<file path="src/hdl/crs_pkg.sv">
// Shared types and constants for the colour run segmenter.
// Used by crs_ctrl, crs_dp and the top level; depends on nothing else.
package crs_pkg;

  // Build limits of the image geometry
  localparam int unsigned MAX_WIDTH  = 4096;
  localparam int unsigned MAX_HEIGHT = 4096;
  localparam int unsigned WIDTH_CAP  = (MAX_WIDTH < 4096) ? MAX_WIDTH : 4096;
  localparam int unsigned HEIGHT_CAP = (MAX_HEIGHT < 4096) ? MAX_HEIGHT : 4096;

  localparam logic [12:0] WIDTH_LIMIT = 13'(WIDTH_CAP);
  localparam logic [11:0] ROW_LIMIT   = 12'(HEIGHT_CAP - 1);

  // Field widths
  localparam int unsigned COORD_W = 12;
  localparam int unsigned COMP_W  = 8;

  // Configuration register indexes
  localparam logic [1:0] REG_MODE      = 2'd0;
  localparam logic [1:0] REG_THRESHOLD = 2'd1;
  localparam logic [1:0] REG_WIDTH     = 2'd2;

  // Similarity modes
  localparam logic [1:0] MODE_EUCLID = 2'd0;
  localparam logic [1:0] MODE_MANH   = 2'd1;
  localparam logic [1:0] MODE_COSINE = 2'd2;

  // Register reset values
  localparam logic [1:0]  MODE_RESET      = MODE_MANH;
  localparam logic [9:0]  THRESHOLD_RESET = 10'd900;
  localparam logic [12:0] WIDTH_RESET     = 13'd640;

  // Fixed-point scale factors of the similarity tests
  localparam logic [9:0]  FULL_TENTHS = 10'd1000;
  localparam logic [9:0]  MANH_FULL   = 10'd765;
  localparam logic [17:0] EUCLID_FULL = 18'd195075;
  localparam logic [19:0] SQ_SCALE    = 20'd1000000;

  // Last wait count; the controller then reads the registered break decision
  localparam logic [2:0] CALC_LAST = 3'd5;

  // Controller to datapath commands
  typedef struct packed {
    logic accept;      // latch pixel, apply frame start
    logic open_first;  // first pixel of a row opens the run
    logic emit_break;  // emit the broken run, open a new one here
    logic emit_end;    // emit the row's final run, wrap the column
    logic advance;     // step to the next column
  } crs_cmd_t;

  // Datapath to controller status
  typedef struct packed {
    logic col_zero;
    logic brk;
    logic row_end;
    logic out_free;
  } crs_stat_t;

  // One result segment
  typedef struct packed {
    logic [7:0]  blue;
    logic [7:0]  green;
    logic [7:0]  red;
    logic [11:0] row;
    logic [11:0] seg_end;
    logic [11:0] seg_start;
  } crs_seg_t;

endpackage

</file>
<file path="src/hdl/crs_ctrl.sv">
// Sequencing state machine of the colour run segmenter.
// Depends on crs_pkg; drives crs_dp through crs_cmd_t and reads crs_stat_t.
module crs_ctrl (
  input  logic              clk,
  input  logic              rst,
  input  logic              in_valid,
  output logic              in_ready,
  input  crs_pkg::crs_stat_t stat,
  output crs_pkg::crs_cmd_t  cmd
);
  import crs_pkg::*;

  typedef enum logic [4:0] {
    ST_IDLE    = 5'b00001,
    ST_CALC    = 5'b00010,
    ST_DECIDE  = 5'b00100,
    ST_SEG_BRK = 5'b01000,
    ST_SEG_END = 5'b10000
  } state_t;

  state_t     state, state_next;
  logic [2:0] calc_cnt, calc_cnt_next;

  assign in_ready = (state == ST_IDLE);

  // Next state and commands
  always_comb begin
    state_next    = state;
    calc_cnt_next = calc_cnt;
    cmd           = '0;
    unique case (state)
      ST_IDLE: begin
        if (in_valid) begin
          cmd.accept    = 1'b1;
          calc_cnt_next = '0;
          state_next    = ST_CALC;
        end
      end
      ST_CALC: begin
        calc_cnt_next = calc_cnt + 3'd1;
        if (calc_cnt == CALC_LAST) begin
          state_next = ST_DECIDE;
        end
      end
      ST_DECIDE: begin
        if (stat.col_zero) begin
          cmd.open_first = 1'b1;
          if (stat.row_end) begin
            state_next = ST_SEG_END;
          end else begin
            cmd.advance = 1'b1;
            state_next  = ST_IDLE;
          end
        end else if (stat.brk) begin
          state_next = ST_SEG_BRK;
        end else if (stat.row_end) begin
          state_next = ST_SEG_END;
        end else begin
          cmd.advance = 1'b1;
          state_next  = ST_IDLE;
        end
      end
      ST_SEG_BRK: begin
        if (stat.out_free) begin
          cmd.emit_break = 1'b1;
          if (stat.row_end) begin
            state_next = ST_SEG_END;
          end else begin
            cmd.advance = 1'b1;
            state_next  = ST_IDLE;
          end
        end
      end
      ST_SEG_END: begin
        if (stat.out_free) begin
          cmd.emit_end = 1'b1;
          state_next   = ST_IDLE;
        end
      end
      default: begin
        state_next = ST_IDLE;
      end
    endcase
  end

  // State registers
  always_ff @(posedge clk) begin
    if (rst) begin
      state    <= ST_IDLE;
      calc_cnt <= '0;
    end else begin
      state    <= state_next;
      calc_cnt <= calc_cnt_next;
    end
  end

endmodule

</file>
<file path="config.mk">
export PLATFORM = sky130hd
export DESIGN_NAME = crs_ctrl
export DESIGN_NICKNAME = d
export VERILOG_FILES = /design/src/hdl/crs_pkg.sv /design/src/hdl/crs_ctrl.sv
export SDC_FILE = /design/constraint.sdc
export NUM_CORES = 1
export LEC_CHECK = 0
export BUFFER_PORTS_ARGS = -buffer_cell sky130_fd_sc_hd__clkbuf_2
export CORE_AREA = 2 2 39 41
export CTS_CLUSTER_DIAMETER = 30
export DETAILED_ROUTE_END_ITERATION = 12
export DIE_AREA = 0 0 41 43
export PLACE_DENSITY = 0.69
export SYNTH_ARGS = -nofsm -noshare
export SYNTH_HDL_FRONTEND = slang
export SYNTH_SLANG_ARGS = --single-unit
</file>
<file path="constraint.sdc">
create_clock -name clk -period 2.35 [get_ports clk]
set_input_delay 0.3525 -clock clk [delete_from_list [all_inputs] [get_ports clk]]
set_output_delay 0.3525 -clock clk [all_outputs]
set_load 0.05 [all_outputs]
</file>
==> results by group <==
Status
  – Status: complete, no violations

Finish
  – Fillcell total: 144
  – Nets: 91
  – Share of post-route cells with drive strength above 1: 27.50%
  – Multi-input combinational cell area: 361.6 um^2
  – Final Non-Filler Cells: 96
  – Most frequent cells in the layout: 12 x clkbuf_2, 8 x dfxtp_1, 6 x nand2_1
  – Sequential Area: 160.2 um^2
  – Diode count: 0
  – Syn-to-layout area delta: 19.81%
  – Commonest non-fill, non-tap cell in the layout: clkbuf_2

Detailed routing
  – Post-route ant nets: 0
  – Vias: 509
  – Routed WL: 1.128 mm
  – WL per Instance: 11.75 um
  – Drt first pass iters: 4
  – Via-to-Cell Ratio: 5.302
  – DRC: 0
  – DRT iter0 DRCs: 15

Power
  – PwrDens: 538.5 mW/mm^2
  – Static Leak: 0.2596 nW
  – Max VDD drop: 0.3117 mV

Floorplanning
  – DIE AREA: 0.001763 mm^2
  – Die W: 41 um
  – Initial Utilization: 38.79%
  – Core Area: 0.001384 mm^2
  – Row count: 14
  – Chip height: 43 um
  – I/O pins: 13

Timing
  – F_max: 0.4657 GHz
  – Unrepaired setup endpoints after global routing: no
  – Final Skew: 11.24 ps
  – Actual transition at the worst max-transition pin: 485.7 ps
  – Fin crit share: 91.38%
  – Tmin final: 2147 ps
  – Relative slew slack: 67.37%
  – Final hold violations: 0
  – Max Slew Vio Count: 0
  – Total negative slack: 0 ps
  – Final setup fails: 0

Worst setup path
  – Startpoint class of the critical path: flop
  – Setup CP Type: flop to output pin
  – Worst Path Arrival: 1790 ps
  – Worst endpoint required time: 2000 ps
  – Critical path endpoint category: output pin
  – CP max FO: 9

Clock tree
  – Worst-path clk slew: 60 ps
  – Clk Latency, worst-skew pair: 260 ps
  – Root Driver: clkbuf_4
  – CTS tree: yes
  – Clock Sinks: 8
  – TritonCTS Buffers: 3
  – H-tree Lvls: 1
  – CTS Buffer Depth: 2
  – Setup bufs post-CTS: 0

Yosys
  – Yosys top cell area share: 29.84%
  – Post-synthesis sequential area ratio: 29.84%
  – Ranking of synthesized cells by area: dfxtp_1 30%, ha_1 4.7%, nand2b_1 4.7%, nand2_1 4.2%, nand3_1 3.7%
  – Synth unique cells: 32
  – Post-synth top area cell: dfxtp_1
  – Synth Instances: 69
  – Ys flop type: dfxtp_1
  – Seq cells post-synth: 8
  – Post-synth EDFFs: 0
  – Post-Syn Nets: 78
  – Post-synth design cell area: 536.8 um^2
  – Share of async-settable or async-resettable flops after synthesis: 0%
  – Mapped Avg Cell Area: 7.779 um^2
  – Ys Warns: 0

Global route
  – Vias in the first global route: 429
  – First-pass GRT wire length: 1.738 mm
  – Initial antenna violation count: 0
  – Largest net degree at the start of global routing: 12
  – Remaining Overflow, GRT: 0
  – Total track usage: 14.52%

Place
  – IO Port Bufs: 12
  – Placed cells: 93
  – Hpwl dp: 836.8 um
  – Gpl congestion: 0.7736

Worst hold path
  – Worst hold path type: input pin to flop

Flow run
  – Max cap viols: 0
[layer usage]
metal | wire (um) | track usage [%] | up-vias | share of wire [%]
li1 | - | - | 269 | -
met1 | 511 | 19.87 | 221 | 45
met2 | 522 | 20.31 | 19 | 46
met3 | 95 | 7.853 | 0 | 8.4
met4 | 0 | 2.000 | 0 | 0
met5 | 0 | 0 | - | 0
[timing repair]
action / CTS / global route
hold buffers: 0 / 0
gates resized for setup: 0 / 1
endpoints found under the setup margin: 0 / 1
[cell usage after synthesis, types with 2 or more instances]
library cell / instances
dfxtp_1: 8
nand2_1: 6
inv_1: 5
nand2b_1: 4
nand3_1: 4
nor2_1: 4
nor3_1: 4
a21oi_1: 3
nor4_1: 3
clkbuf_1: 2
ha_1: 2
nor2b_1: 2
o21ai_0: 2
or3_1: 2
[critical path: stages, from the launching register on]
cell and delay [ps]:
dfxtp_1 420, nor3_1 480, nand3_1 240, inv_1 130
clkbuf_2 280
[cell families after synthesis]
logic type	count (synthesis)	share of synthesized area, %
flops	8	29.84
simple gates	36	37.30
buf+inv	9	7.925
compound gates	11	15.15
mux	1	1.865
xor+xnor	2	3.264
fa+ha+maj	2	4.661
[metrics by stage]
stage,hold slack [ps],worst slack [ps],utilization [%],instance area [um^2],total power [mW]
5_1_grt,387.8,56.31,46.47,643.1,0.3642
6_report,383.4,202.6,46.47,643.1,0.3463
3_5_place_dp,501.8,433.7,44.39,614.3,0.2401
4_1_cts,372.4,144.7,46.02,636.9,0.3491
2_1_floorplan,473.4,-65.76,-,558.0,0.2232
3_3_place_gp,520.5,414.0,44.39,614.3,0.2394
[worst paths after layout]
kind	startpoint	to	slack (ps)	cells after the start
setup reg to reg	state[4]$_SDFFE_PP0P_	state[0]$_SDFFE_PP1P_	690	4
setup / recovery	state[4]$_SDFFE_PP0P_	cmd[4]	200	4
hold / removal	rst	state[1]$_SDFFE_PP0P_	380	2
hold reg to reg	calc_cnt[0]$_SDFFE_PP0P_	calc_cnt[0]$_SDFFE_PP0P_	510	2
[layout make-up]
class | count | share of cell area (%)
Timing Repair Buffer | 12 | 9.339
Sequential cell | 8 | 24.90
Tap cell | 16 | 3.113
Multi-Input combinational cell | 52 | 56.23
Inverter | 5 | 2.918
Clock buffer | 3 | 3.502
[power breakdown]
group / switching [mW] / internal [mW]
clock network: 0.0486 / 0.0586
registers: 0.00863 / 0.142
logic: 0.0603 / 0.0286
total: 0.117 / 0.229
[state kept, by name, summed over array words and instances, names as in the netlist]
| register | cells |
|---|---|
| calc_cnt | 3 |
| state | 5 |
No activity file was read; power rests on OpenSTA's default activity.
